==> src/rtl/core/lpd_pkg.sv <==
package lpd_pkg;

	// Result kinds
	typedef enum logic [1:0] {
		KIND_CORE  = 2'd0,
		KIND_PAD   = 2'd1,
		KIND_WRITE = 2'd2,
		KIND_READ  = 2'd3
	} evt_kind_t;

	// Packet type codes
	localparam logic [7:0] PKT_CORE  = 8'd1;
	localparam logic [7:0] PKT_CFG   = 8'd2;
	localparam logic [7:0] PKT_PAD   = 8'd3;
	localparam logic [7:0] PKT_WRITE = 8'd4;
	localparam logic [7:0] PKT_READ  = 8'd5;

	localparam logic [7:0] SYNC_BYTE = 8'hAA;

	// Positions within a packet
	localparam int POS_HUNT     = 0;
	localparam int POS_LEN_HI   = 1;
	localparam int POS_LEN_LO   = 2;
	localparam int POS_TYPE     = 3;
	localparam int POS_READ_END = 5;
	localparam int POS_DATA     = 6;
	localparam int POS_PAD_END  = 7;

	// Config string skip counts modulo this many bits
	localparam int SKIP_POS_W = 10;

	typedef struct packed {
		evt_kind_t   event_kind;
		logic [7:0]  core_ident;
		logic [15:0] pad_one;
		logic [15:0] pad_two;
		logic        drive_sel;
		logic [14:0] sector_num;
		logic [7:0]  data_byte;
		logic [8:0]  byte_index;
		logic        last_byte;
	} evt_t;

endpackage

==> src/rtl/core/lpd_ifs.sv <==
interface lpd_rx_if;
	logic       valid;
	logic       ready;
	logic [7:0] rx_byte;

	modport source (output valid, output rx_byte, input ready);
	modport sink (input valid, input rx_byte, output ready);
endinterface

interface lpd_cfg_if;
	logic       valid;
	logic       ready;
	logic [1:0] drives_mounted;

	modport source (output valid, output drives_mounted, input ready);
	modport sink (input valid, input drives_mounted, output ready);
endinterface

interface lpd_evt_if;
	logic               valid;
	logic               ready;
	lpd_pkg::evt_kind_t event_kind;
	logic [7:0]         core_ident;
	logic [15:0]        pad_one;
	logic [15:0]        pad_two;
	logic               drive_sel;
	logic [14:0]        sector_num;
	logic [7:0]         data_byte;
	logic [8:0]         byte_index;
	logic               last_byte;

	modport source (output valid, output event_kind, output core_ident, output pad_one,
		output pad_two, output drive_sel, output sector_num, output data_byte,
		output byte_index, output last_byte, input ready);
	modport sink (input valid, input event_kind, input core_ident, input pad_one,
		input pad_two, input drive_sel, input sector_num, input data_byte,
		input byte_index, input last_byte, output ready);
endinterface

==> src/rtl/core/link_packet_deframer.sv <==
// Link packet deframer: takes one received byte per cycle on rx while the
// result side has room, hunts for the sync byte, reads length and type, and
// reports core id, joypad words, floppy sector write bytes (only for drives
// marked in drives_mounted) and floppy read requests on evt. Throughput is
// one byte per clock while evt is not stalled; a byte is held in the input
// register and its result is then loaded into the result register. The cfg
// port is always ready and takes drives_mounted. SECTOR_BYTES sets the number
// of data bytes in a sector write and, with SKIP_POS_W, the width of the
// position counter.
module link_packet_deframer #(
	parameter int SECTOR_BYTES = 512
) (
	input  logic      clk,
	input  logic      arst_n,
	lpd_cfg_if.sink   cfg,
	lpd_rx_if.sink    rx,
	lpd_evt_if.source evt
);
	import lpd_pkg::*;

	logic       valid_s1;
	logic [7:0] byte_s1;
	logic       space;
	logic       step;
	logic       fire;
	evt_t       evt_d;

	// Process the held byte when the result side has room
	assign step = valid_s1 && space;

	lpd_in_stage u_in (
		.clk      (clk),
		.arst_n   (arst_n),
		.rx       (rx),
		.step     (step),
		.valid_s1 (valid_s1),
		.byte_s1  (byte_s1)
	);

	lpd_parser #(
		.SECTOR_BYTES (SECTOR_BYTES)
	) u_parser (
		.clk     (clk),
		.arst_n  (arst_n),
		.cfg     (cfg),
		.step    (step),
		.byte_s1 (byte_s1),
		.fire    (fire),
		.evt_d   (evt_d)
	);

	lpd_out_stage u_out (
		.clk    (clk),
		.arst_n (arst_n),
		.step   (step),
		.fire   (fire),
		.evt_d  (evt_d),
		.space  (space),
		.evt    (evt)
	);

	// A stalled result blocks the parser
	a_stall_blocks: assert property (@(posedge clk) disable iff (!arst_n)
		evt.valid && !evt.ready |-> !step)
		else $error("parser advanced while result stalled");

	// A new result comes only from a processed byte that fired
	a_result_source: assert property (@(posedge clk) disable iff (!arst_n)
		$rose(evt.valid) |-> $past(step && fire))
		else $error("result without a source byte");

	// The last flag belongs to sector write bytes only
	a_last_kind: assert property (@(posedge clk) disable iff (!arst_n)
		evt.valid && evt.last_byte |-> evt.event_kind == KIND_WRITE)
		else $error("last flag on a non-write result");
endmodule

==> src/rtl/core/lpd_in_stage.sv <==
module lpd_in_stage (
	input  logic       clk,
	input  logic       arst_n,
	lpd_rx_if.sink     rx,
	input  logic       step,
	output logic       valid_s1,
	output logic [7:0] byte_s1
);
	// Take a new item when the stage is empty or its item moves on
	assign rx.ready = !valid_s1 || step;

	always_ff @(posedge clk or negedge arst_n) begin
		if (!arst_n) begin
			valid_s1 <= 1'b0;
		end else if (rx.ready) begin
			valid_s1 <= rx.valid;
		end
	end

	// Hold the byte
	always_ff @(posedge clk) begin
		if (rx.valid && rx.ready) begin
			byte_s1 <= rx.rx_byte;
		end
	end
endmodule

==> src/rtl/core/lpd_parser.sv <==
module lpd_parser #(
	parameter int SECTOR_BYTES = 512
) (
	input  logic          clk,
	input  logic          arst_n,
	lpd_cfg_if.sink       cfg,
	input  logic          step,
	input  logic [7:0]    byte_s1,
	output logic          fire,
	output lpd_pkg::evt_t evt_d
);
	import lpd_pkg::*;

	localparam int PW = ($clog2(SECTOR_BYTES + POS_DATA) > SKIP_POS_W) ?
		$clog2(SECTOR_BYTES + POS_DATA) : SKIP_POS_W;
	localparam logic [PW-1:0] P_HUNT     = PW'(POS_HUNT);
	localparam logic [PW-1:0] P_LEN_HI   = PW'(POS_LEN_HI);
	localparam logic [PW-1:0] P_LEN_LO   = PW'(POS_LEN_LO);
	localparam logic [PW-1:0] P_TYPE     = PW'(POS_TYPE);
	localparam logic [PW-1:0] P_READ_END = PW'(POS_READ_END);
	localparam logic [PW-1:0] P_DATA     = PW'(POS_DATA);
	localparam logic [PW-1:0] P_PAD_END  = PW'(POS_PAD_END);
	localparam logic [PW-1:0] LAST_IDX   = PW'(SECTOR_BYTES - 1);

	logic [PW-1:0] pos_q, pos_d;
	logic [15:0]   len_q;
	logic [7:0]    type_q;
	logic [1:0]    mounted_q;
	logic [7:0]    head0_q, head1_q, head2_q;
	logic          len_hi_we, len_lo_we, type_we;
	logic          head0_we, head1_we, head2_we;

	assign cfg.ready = 1'b1;

	// Decode one byte against the packet position
	always_comb begin
		logic [16:0]         skip_end;
		logic [SKIP_POS_W-1:0] skip_next;
		logic [PW-1:0]       idx;
		logic                last;

		skip_end  = {1'b0, len_q} + 17'd2;
		skip_next = pos_q[SKIP_POS_W-1:0] + SKIP_POS_W'(1);
		idx       = pos_q - P_DATA;
		last      = idx >= LAST_IDX;

		pos_d     = pos_q;
		fire      = 1'b0;
		evt_d     = '0;
		len_hi_we = 1'b0;
		len_lo_we = 1'b0;
		type_we   = 1'b0;
		head0_we  = 1'b0;
		head1_we  = 1'b0;
		head2_we  = 1'b0;

		if (pos_q == P_HUNT) begin
			if (byte_s1 == SYNC_BYTE) begin
				pos_d = P_LEN_HI;
			end
		end else if (pos_q == P_LEN_HI) begin
			len_hi_we = 1'b1;
			pos_d     = P_LEN_LO;
		end else if (pos_q == P_LEN_LO) begin
			len_lo_we = 1'b1;
			pos_d     = P_TYPE;
		end else if (pos_q == P_TYPE) begin
			type_we = 1'b1;
			pos_d   = pos_q + PW'(1);
		end else begin
			case (type_q)
				PKT_CORE: begin
					fire             = 1'b1;
					evt_d.event_kind = KIND_CORE;
					evt_d.core_ident = byte_s1;
					pos_d            = P_HUNT;
				end
				PKT_CFG: begin
					// Skip to length+2, or until the count wraps
					if (17'(pos_q) == skip_end) begin
						pos_d = P_HUNT;
					end else begin
						pos_d = PW'(skip_next);
					end
				end
				PKT_PAD: begin
					if (pos_q >= P_PAD_END) begin
						fire             = 1'b1;
						evt_d.event_kind = KIND_PAD;
						evt_d.pad_one    = {head0_q, head1_q};
						evt_d.pad_two    = {head2_q, byte_s1};
						pos_d            = P_HUNT;
					end else begin
						head0_we = pos_q[1:0] == 2'd0;
						head1_we = pos_q[1:0] == 2'd1;
						head2_we = pos_q[1:0] == 2'd2;
						pos_d    = pos_q + PW'(1);
					end
				end
				PKT_WRITE: begin
					if (pos_q < P_DATA) begin
						head0_we = pos_q[1:0] == 2'd0;
						head1_we = pos_q[1:0] == 2'd1;
						pos_d    = pos_q + PW'(1);
					end else begin
						// Emit the data byte only for a mounted drive
						if (mounted_q[head0_q[7]]) begin
							fire             = 1'b1;
							evt_d.event_kind = KIND_WRITE;
							evt_d.drive_sel  = head0_q[7];
							evt_d.sector_num = {head0_q[6:0], head1_q};
							evt_d.data_byte  = byte_s1;
							evt_d.byte_index = idx[8:0];
							evt_d.last_byte  = last;
						end
						pos_d = last ? P_HUNT : pos_q + PW'(1);
					end
				end
				PKT_READ: begin
					if (pos_q >= P_READ_END) begin
						fire             = 1'b1;
						evt_d.event_kind = KIND_READ;
						evt_d.drive_sel  = head0_q[7];
						evt_d.sector_num = {head0_q[6:0], byte_s1};
						pos_d            = P_HUNT;
					end else begin
						head0_we = 1'b1;
						pos_d    = pos_q + PW'(1);
					end
				end
				default: begin
					// Unknown type: drop back to sync hunting
					pos_d = P_HUNT;
				end
			endcase
		end
	end

	// Advance packet state
	always_ff @(posedge clk or negedge arst_n) begin
		if (!arst_n) begin
			pos_q     <= P_HUNT;
			len_q     <= '0;
			type_q    <= '0;
			mounted_q <= '0;
		end else begin
			if (cfg.valid) begin
				mounted_q <= cfg.drives_mounted;
			end
			if (step) begin
				pos_q <= pos_d;
				if (len_hi_we) begin
					len_q[15:8] <= byte_s1;
				end
				if (len_lo_we) begin
					len_q[7:0] <= byte_s1;
				end
				if (type_we) begin
					type_q <= byte_s1;
				end
			end
		end
	end

	// Hold payload head bytes
	always_ff @(posedge clk) begin
		if (step && head0_we) begin
			head0_q <= byte_s1;
		end
		if (step && head1_we) begin
			head1_q <= byte_s1;
		end
		if (step && head2_we) begin
			head2_q <= byte_s1;
		end
	end
endmodule

==> src/rtl/core/lpd_out_stage.sv <==
module lpd_out_stage (
	input  logic          clk,
	input  logic          arst_n,
	input  logic          step,
	input  logic          fire,
	input  lpd_pkg::evt_t evt_d,
	output logic          space,
	lpd_evt_if.source     evt
);
	import lpd_pkg::*;

	evt_t evt_q;

	assign space = !evt.valid || evt.ready;

	// Load a result, drop it once taken
	always_ff @(posedge clk or negedge arst_n) begin
		if (!arst_n) begin
			evt.valid <= 1'b0;
		end else if (space) begin
			evt.valid <= step && fire;
		end
	end

	always_ff @(posedge clk) begin
		if (step && fire) begin
			evt_q <= evt_d;
		end
	end

	assign evt.event_kind = evt_q.event_kind;
	assign evt.core_ident = evt_q.core_ident;
	assign evt.pad_one    = evt_q.pad_one;
	assign evt.pad_two    = evt_q.pad_two;
	assign evt.drive_sel  = evt_q.drive_sel;
	assign evt.sector_num = evt_q.sector_num;
	assign evt.data_byte  = evt_q.data_byte;
	assign evt.byte_index = evt_q.byte_index;
	assign evt.last_byte  = evt_q.last_byte;
endmodule

==> src/flat_wrapper.sv <==
// flat-port wrapper written by rule: the top's interface ports become plain ports
module link_packet_deframer_flat import lpd_pkg::*;
#(
	parameter int SECTOR_BYTES = 512
)
  (clk, arst_n, cfg_valid, cfg_drives_mounted, cfg_ready, rx_valid, rx_rx_byte, rx_ready, evt_valid, evt_event_kind, evt_core_ident, evt_pad_one, evt_pad_two, evt_drive_sel, evt_sector_num, evt_data_byte, evt_byte_index, evt_last_byte, evt_ready);
  lpd_cfg_if cfg_i ();
  lpd_rx_if rx_i ();
  lpd_evt_if evt_i ();
  input  logic clk;
  input  logic arst_n;
  input wire logic [$bits(cfg_i.valid)-1:0] cfg_valid;
  input wire logic [$bits(cfg_i.drives_mounted)-1:0] cfg_drives_mounted;
  output wire logic [$bits(cfg_i.ready)-1:0] cfg_ready;
  input wire logic [$bits(rx_i.valid)-1:0] rx_valid;
  input wire logic [$bits(rx_i.rx_byte)-1:0] rx_rx_byte;
  output wire logic [$bits(rx_i.ready)-1:0] rx_ready;
  output wire logic [$bits(evt_i.valid)-1:0] evt_valid;
  output wire logic [$bits(evt_i.event_kind)-1:0] evt_event_kind;
  output wire logic [$bits(evt_i.core_ident)-1:0] evt_core_ident;
  output wire logic [$bits(evt_i.pad_one)-1:0] evt_pad_one;
  output wire logic [$bits(evt_i.pad_two)-1:0] evt_pad_two;
  output wire logic [$bits(evt_i.drive_sel)-1:0] evt_drive_sel;
  output wire logic [$bits(evt_i.sector_num)-1:0] evt_sector_num;
  output wire logic [$bits(evt_i.data_byte)-1:0] evt_data_byte;
  output wire logic [$bits(evt_i.byte_index)-1:0] evt_byte_index;
  output wire logic [$bits(evt_i.last_byte)-1:0] evt_last_byte;
  input wire logic [$bits(evt_i.ready)-1:0] evt_ready;
  assign cfg_i.valid = cfg_valid;
  assign cfg_i.drives_mounted = cfg_drives_mounted;
  assign cfg_ready = cfg_i.ready;
  assign rx_i.valid = rx_valid;
  assign rx_i.rx_byte = rx_rx_byte;
  assign rx_ready = rx_i.ready;
  assign evt_valid = evt_i.valid;
  assign evt_event_kind = evt_i.event_kind;
  assign evt_core_ident = evt_i.core_ident;
  assign evt_pad_one = evt_i.pad_one;
  assign evt_pad_two = evt_i.pad_two;
  assign evt_drive_sel = evt_i.drive_sel;
  assign evt_sector_num = evt_i.sector_num;
  assign evt_data_byte = evt_i.data_byte;
  assign evt_byte_index = evt_i.byte_index;
  assign evt_last_byte = evt_i.last_byte;
  assign evt_i.ready = evt_ready;
  link_packet_deframer #(.SECTOR_BYTES(SECTOR_BYTES)) u_core (.clk(clk), .arst_n(arst_n), .cfg(cfg_i), .rx(rx_i), .evt(evt_i));
endmodule
==> config.mk <==
export PLATFORM = sky130hd
export DESIGN_NAME = link_packet_deframer_flat
export DESIGN_NICKNAME = d
export VERILOG_FILES = /design/src/rtl/core/lpd_pkg.sv /design/src/rtl/core/lpd_ifs.sv /design/src/rtl/core/link_packet_deframer.sv /design/src/rtl/core/lpd_in_stage.sv /design/src/rtl/core/lpd_parser.sv /design/src/rtl/core/lpd_out_stage.sv /design/src/flat_wrapper.sv
export SDC_FILE = /design/constraint.sdc
export NUM_CORES = 1
export LEC_CHECK = 0
export ABC_AREA = 1
export BUFFER_PORTS_ARGS = -buffer_cell sky130_fd_sc_hd__buf_2
export CAP_MARGIN = 25
export CORE_MARGIN = 1
export CORE_UTILIZATION = 40
export CTS_CLUSTER_SIZE = 8
export DETAILED_ROUTE_END_ITERATION = 6
export HOLD_SLACK_MARGIN = 0.05
export PLACE_DENSITY = 0.61
export SYNTH_ARGS = -nofsm -noshare
export SYNTH_HDL_FRONTEND = slang
export SYNTH_SLANG_ARGS = --single-unit
==> constraint.sdc <==
create_clock -name clk -period 6 [get_ports clk]
set_input_delay 0.9 -clock clk [delete_from_list [all_inputs] [get_ports clk]]
set_output_delay 0.9 -clock clk [all_outputs]
set_load 0.005 [all_outputs]
### Word-level counts from Yosys, hierarchy flattened

Index checks and enable logic that the tools add are counted.

| cells by class | value |
|---|---|
| bitwise gates (word level) | 5 |
| equality and inequality tests | 13 |
| $lt $le $gt $ge | 5 |
| multiplexer cells | 61 |
| reduce and logical (&&, ||, !) cells | 20 |
| add/sub/neg operators | 3 |

Operator list:

| operator | count |
|---|---|
| $mux 10 | 10 |
| $mux 34 | 2 |
| $pmux 10 s4 | 1 |
| $mux 1 | 39 |
| $pmux 16 s2 | 1 |
| $eq 10x2->1 const B | 2 |
| $ge 10x3->1 const B | 2 |
| $add 16x2->17 const B | 1 |
| $eq 10x17->1 | 1 |
| $eq 8x2->1 const B | 2 |
| $eq 8x3->1 const B | 2 |
| $mux 16 | 1 |
| $add 10x1->10 const B | 1 |
| $eq 10x1->1 const B | 1 |
| $ge 10x9->1 const B | 1 |
| $logic_not 10->1 | 1 |
| $lt 10x3->1 const B | 1 |
| $sub 10x3->10 const B | 1 |
| $eq 8x1->1 const B | 1 |
| $eq 8x8->1 const B | 1 |
| $reduce_and 2->1 | 4 |
| $reduce_or 7->1 | 1 |
| $logic_and 1x1->1 | 6 |
| $mux 2 | 3 |
| 15 further kinds | 21 |

| storage, ports and cells | value |
|---|---|
| register bits | 146 |
| word-level logic and storage cells | 127 |
| output and inout bits | 79 |

### Depth between registers and ports, before layout

| depth | value |
|---|---|
| depth after elaboration | 10 |
| mapped depth | 17 |
| gate-level depth less buffers | 17 |

### By module

A second synthesis with hierarchy kept.

| unflattened totals | value |
|---|---|
| cell total of the unflattened synthesis | 629 |
| area, all modules | 6438.7 um2 |

By module, submodules not included:

| module | sequential area each (um2) | instances | area an instance (um2) | cells each |
|---|---|---|---|---|
| lpd_parser | 1621.6 | 1 | 3814.9 | 531 |
| lpd_out_stage | 2307.2 | 1 | 2331.0 | 82 |
| lpd_in_stage | 265.3 | 1 | 285.3 | 14 |
| link_packet_deframer | 0.0 | 1 | 7.5 | 2 |

### Least setup slack after synthesis

OpenSTA, ideal clock, no wires.

| timing path | value |
|---|---|
| kind | input to register |
| start point | input evt_ready |
| end point | register u_core.u_out.evt_q, in the netlist u_core.u_out.evt.byte_index[0], enable pin |
| stages | 4 |
| setup slack | 0.925 ns |
| data arrival time | 4.564 ns |
| path through | o21ai_0 nor2_4 nand2_1 nor2_1 |

| between the ends | value |
|---|---|
| word-level cells in the longest chain between the ends | 3 |

RTL lines:

| what | line | text |
|---|---|---|
| start, declared | flat_wrapper.sv:28 | `input wire logic [$bits(evt_i.ready)-1:0] evt_ready;` |
| $logic_or 1x1->1 | lpd_out_stage.sv:14 | `assign space = !evt.valid \|\| evt.ready;` |
| $logic_and 1x1->1 | link_packet_deframer.sv:29 | `assign step = valid_s1 && space;` |
| $logic_and 1x1->1 | lpd_out_stage.sv:26 | `if (step && fire) begin` |
| end signal, assigned | lpd_out_stage.sv:27 | `evt_q <= evt_d;` |
| end, declared | lpd_out_stage.sv:12 | `evt_t evt_q;` |

Every way passes these cells.
A chain may end at the register's enable or synchronous reset.

### Worst setup path in the final report

| timing path | value |
|---|---|
| start point | register u_core.u_parser.type_q[7] |
| end point | register u_core.u_out.evt_q, in the netlist u_core.u_out.evt.core_ident[6], enable pin |

| between the ends | value |
|---|---|
| word-level cells in the longest chain between the ends | 7 |
| elaborated cells on any way between the ends | 10 |

RTL lines:

| what | line | text |
|---|---|---|
| start, declared | lpd_parser.sv:27 | `logic [7:0] type_q;` |
| start signal, assigned | lpd_parser.sv:159 | `type_q <= byte_s1;` |
| $eq 8x3->1 (tied with other cells) | lpd_parser.sv:71 | `case (type_q)` |
| $pmux 1 s4 * | lpd_parser.sv:71 |  |
| $mux 1 * | lpd_parser.sv:67 | `end else if (pos_q == P_TYPE) begin` |
| $mux 1 * | lpd_parser.sv:64 | `end else if (pos_q == P_LEN_LO) begin` |
| $mux 1 * | lpd_parser.sv:61 | `end else if (pos_q == P_LEN_HI) begin` |
| $mux 1 * | lpd_parser.sv:57 | `if (pos_q == P_HUNT) begin` |
| $logic_and 1x1->1 * | lpd_out_stage.sv:26 |  |

Mark *: on every way between the ends. The rest lies on a longest branch, timed or not.

==> flow_summary.json <==
{
  "numCtsBuffers": 17,
  "globalplace.congestion": 0.855,
  "num_io_pins": 94,
  "ys_seq_area_share_pct": 63.4,
  "min-delay-path-class": "register to register",
  "fp.dieH_um": 131,
  "whs_ps": 507,
  "vias": 4768,
  "synth_simple_gate_area_share_pct": 21.8,
  "synthXorXnorAreaFrac_pct": 1.59,
  "yosys.area.top_type": "edfxtp_1",
  "yosys.area_share.adder_pct": 1.33,
  "post-place-cells": 957,
  "worstMarginPinSlew_ps": 918,
  "coreArea_mm2": 0.0160,
  "h-tree-depth": 4,
  "cts.path.max_buffers": 2,
  "drt_iter0_markers": 290,
  "syn_area_mm2": 0.00661,
  "finalPower_w": 0.00290,
  "setup_tns_ps": 0,
  "clock_latency_ps": 430,
  "start_kind": "register",
  "fp.dieW_um": 131,
  "avgSynthCellArea_um2": 10.0,
  "finalSetupViolations": 0,
  "place_hpwl_um": 10300,
  "grt_pass1_vias": 4533,
  "synthTopCellsByArea": "edfxtp_1 49%, dfrtp_1 14%, nand2_1 8.3%, nor2_1 5.9%, inv_1 4.9%",
  "start_util_pct": 41.3,
  "synth_compound_area_share_pct": 5.04,
  "grt_max_degree": 48,
  "grt_usage_pct": 17.9,
  "rows": 46,
  "synth_cell_types": 40,
  "synth_top_family_by_area": "simple AND/OR/NAND/NOR gates",
  "slew_violations": 0,
  "pwr_density_cell_mw_per_mm2": 369,
  "ant_nets": 0,
  "slew_headroom_pct": 38.6,
  "fmax_mhz": 273,
  "critPathKind": "register to register",
  "synth.most_common_cell": "nand2_1",
  "drc": 0,
  "drive_gt1_share_pct": 22.3,
  "antenna_found_initial": 0,
  "vias_per_cell": 4.82,
  "critPathCaptureType": "register",
  "port_buffers": 92,
  "clock_sinks": 146,
  "synth_common_cells": "147 x nand2_1, 108 x edfxtp_1, 104 x nor2_1, 86 x inv_1, 38 x dfrtp_1",
  "synth_top_area_share_pct": 49.1,
  "ys_seq_elements": 146,
  "ir_drop_v": 0.000229,
  "muxShareOfSynthArea_pct": 0.170,
  "min_period_over_period_pct": 61.0,
  "synth_edf_count": 108,
  "path_clk_slew_ps": 60,
  "diodes": 0,
  "cp.arrival_ps": 3720,
  "routed_wl_um": 14600,
  "async_reset_ff_share_pct": 26.0,
  "synth_ff_type": "edfxtp_1",
  "wl_per_cell_um": 14.8,
  "final_hold_viol_count": 0,
  "required_ps": 6060,
  "dieArea_mm2": 0.0170,
  "synthCells": 658,
  "grt_pass1_wl_um": 22800,
  "yosys_warnings": 0,
  "cts_tree": "yes",
  "p_leak_nw": 3.78,
  "syn_to_final_growth_pct": 19.1,
  "syn_nets": 680,
  "post-cts-setup-buffers": 0,
  "drt-pass1-iter-count": 5,
  "post_cts_resize_count": 0,
  "status": "completed",
  "grt_setup_unrepaired": "no",
  "r2r_slack_ps": 2340,
  "fin_cells": 989,
  "overflow": 0,
  "hold_buffers": 0,
  "cap_violations": 0,
  "period_minus_slack_ps": 3660,
  "cp_max_fo": 47,
  "cts_root_buf": "clkbuf_16",
  "skew_ps": 11.0,
  "nNetsFinal": 782
}
layer usage:
layer / wire (um) / vias up / GRT usage [%]
met4: 213 / 0 / 6.42
met5: 0 / - / 0
li1: - / 2332 / -
met3: 836 / 23 / 4.23
met2: 6970 / 175 / 29.9
met1: 6570 / 2238 / 22.8
cells in the final DEF, fill, tap and decap left out, drive strengths merged, types with 2 or more instances in the layout:
master	instances
o22ai	9
nor2	117
clkbuf	20
a21oi	10
edfxtp	108
nand2	158
ha	7
or2	2
xor2	9
nor4	5
clkinv	6
nand3	34
buf	96
nor3	7
xnor2	3
inv	99
dfrtp	38
o21ai	36
logic make-up (layout without fill, tap and decap cells):
group           count (synthesis)  after routing
simple gates                  326            326
flops                         146            146
buf+inv                       107            222
compound gates                 58             58
xor+xnor                       12             12
fa+ha+maj                       7              7
other cells                     1              1
mux                             1              1
area by class of cell:
cell class / instances / area, um2
clock buffer: 20 / 489
clock inverter: 12 / 91.3
fill: 1502 / 8130
inverter: 94 / 353
multi-input combinational: 405 / 1990
sequential: 146 / 4190
tap: 216 / 270
timing repair buffer: 96 / 488
worst max-delay path, cell delays in order, from the launching register on:
cell     delay (ps)
dfrtp_1         380
nor2_1          100
nand2_1         170
nor4_4          330
nand3_2         550
nand2_2         290
nor3_1          120
nor2_4          720
buf_4           610
sequential cells by signal, summed over array words and instances, names as in the netlist, 9 cells and up:
name,count
u_core.u_out.evt.pad_one,16
u_core.u_out.evt.sector_num,15
u_core.u_out.evt.byte_index,9
u_core.u_out.evt.pad_two,16
u_core.u_parser.len_q,16
u_core.u_parser.pos_q,10
metrics by stage:
| step | setup slack, ps | area, um2 | util [%] |
|---|---|---|---|
| finish | 2340 | 7870 | 49.2 |
| global route | 2070 | 7870 | 49.2 |
| CTS | 2330 | 7870 | 49.2 |
| detailed placement | 2350 | 7290 | 45.6 |
| global placement | 2500 | 7280 | 45.5 |
| floorplan | 925 | 6610 | - |
path summary, 6_finish.rpt:
| check | from | endpoint | cells after the start |
|---|---|---|---|
| max | u_core.u_parser.type_q[7] | u_core.u_out.evt.core_ident[6] | 8 |
| min | u_core.u_parser.type_q[5] | u_core.u_parser.type_q[5] | 2 |
| max reg2reg | u_core.u_parser.type_q[7] | u_core.u_out.evt.core_ident[6] | 8 |
| min reg2reg | u_core.u_parser.type_q[5] | u_core.u_parser.type_q[5] | 2 |
| max in group asynchronous | arst_n | u_core.u_parser.len_q[10] | 1 |
| min in group asynchronous | arst_n | u_core.u_parser.pos_q[8] | 1 |
power breakdown:
part | internal (W) | total (W) | switching, W
Combinational | 0.000197 | 0.000573 | 0.000377
Sequential | 0.00118 | 0.00130 | 0.000122
Clock | 0.000596 | 0.00103 | 0.000431
Note: power is estimated with default switching activity, not from simulation.
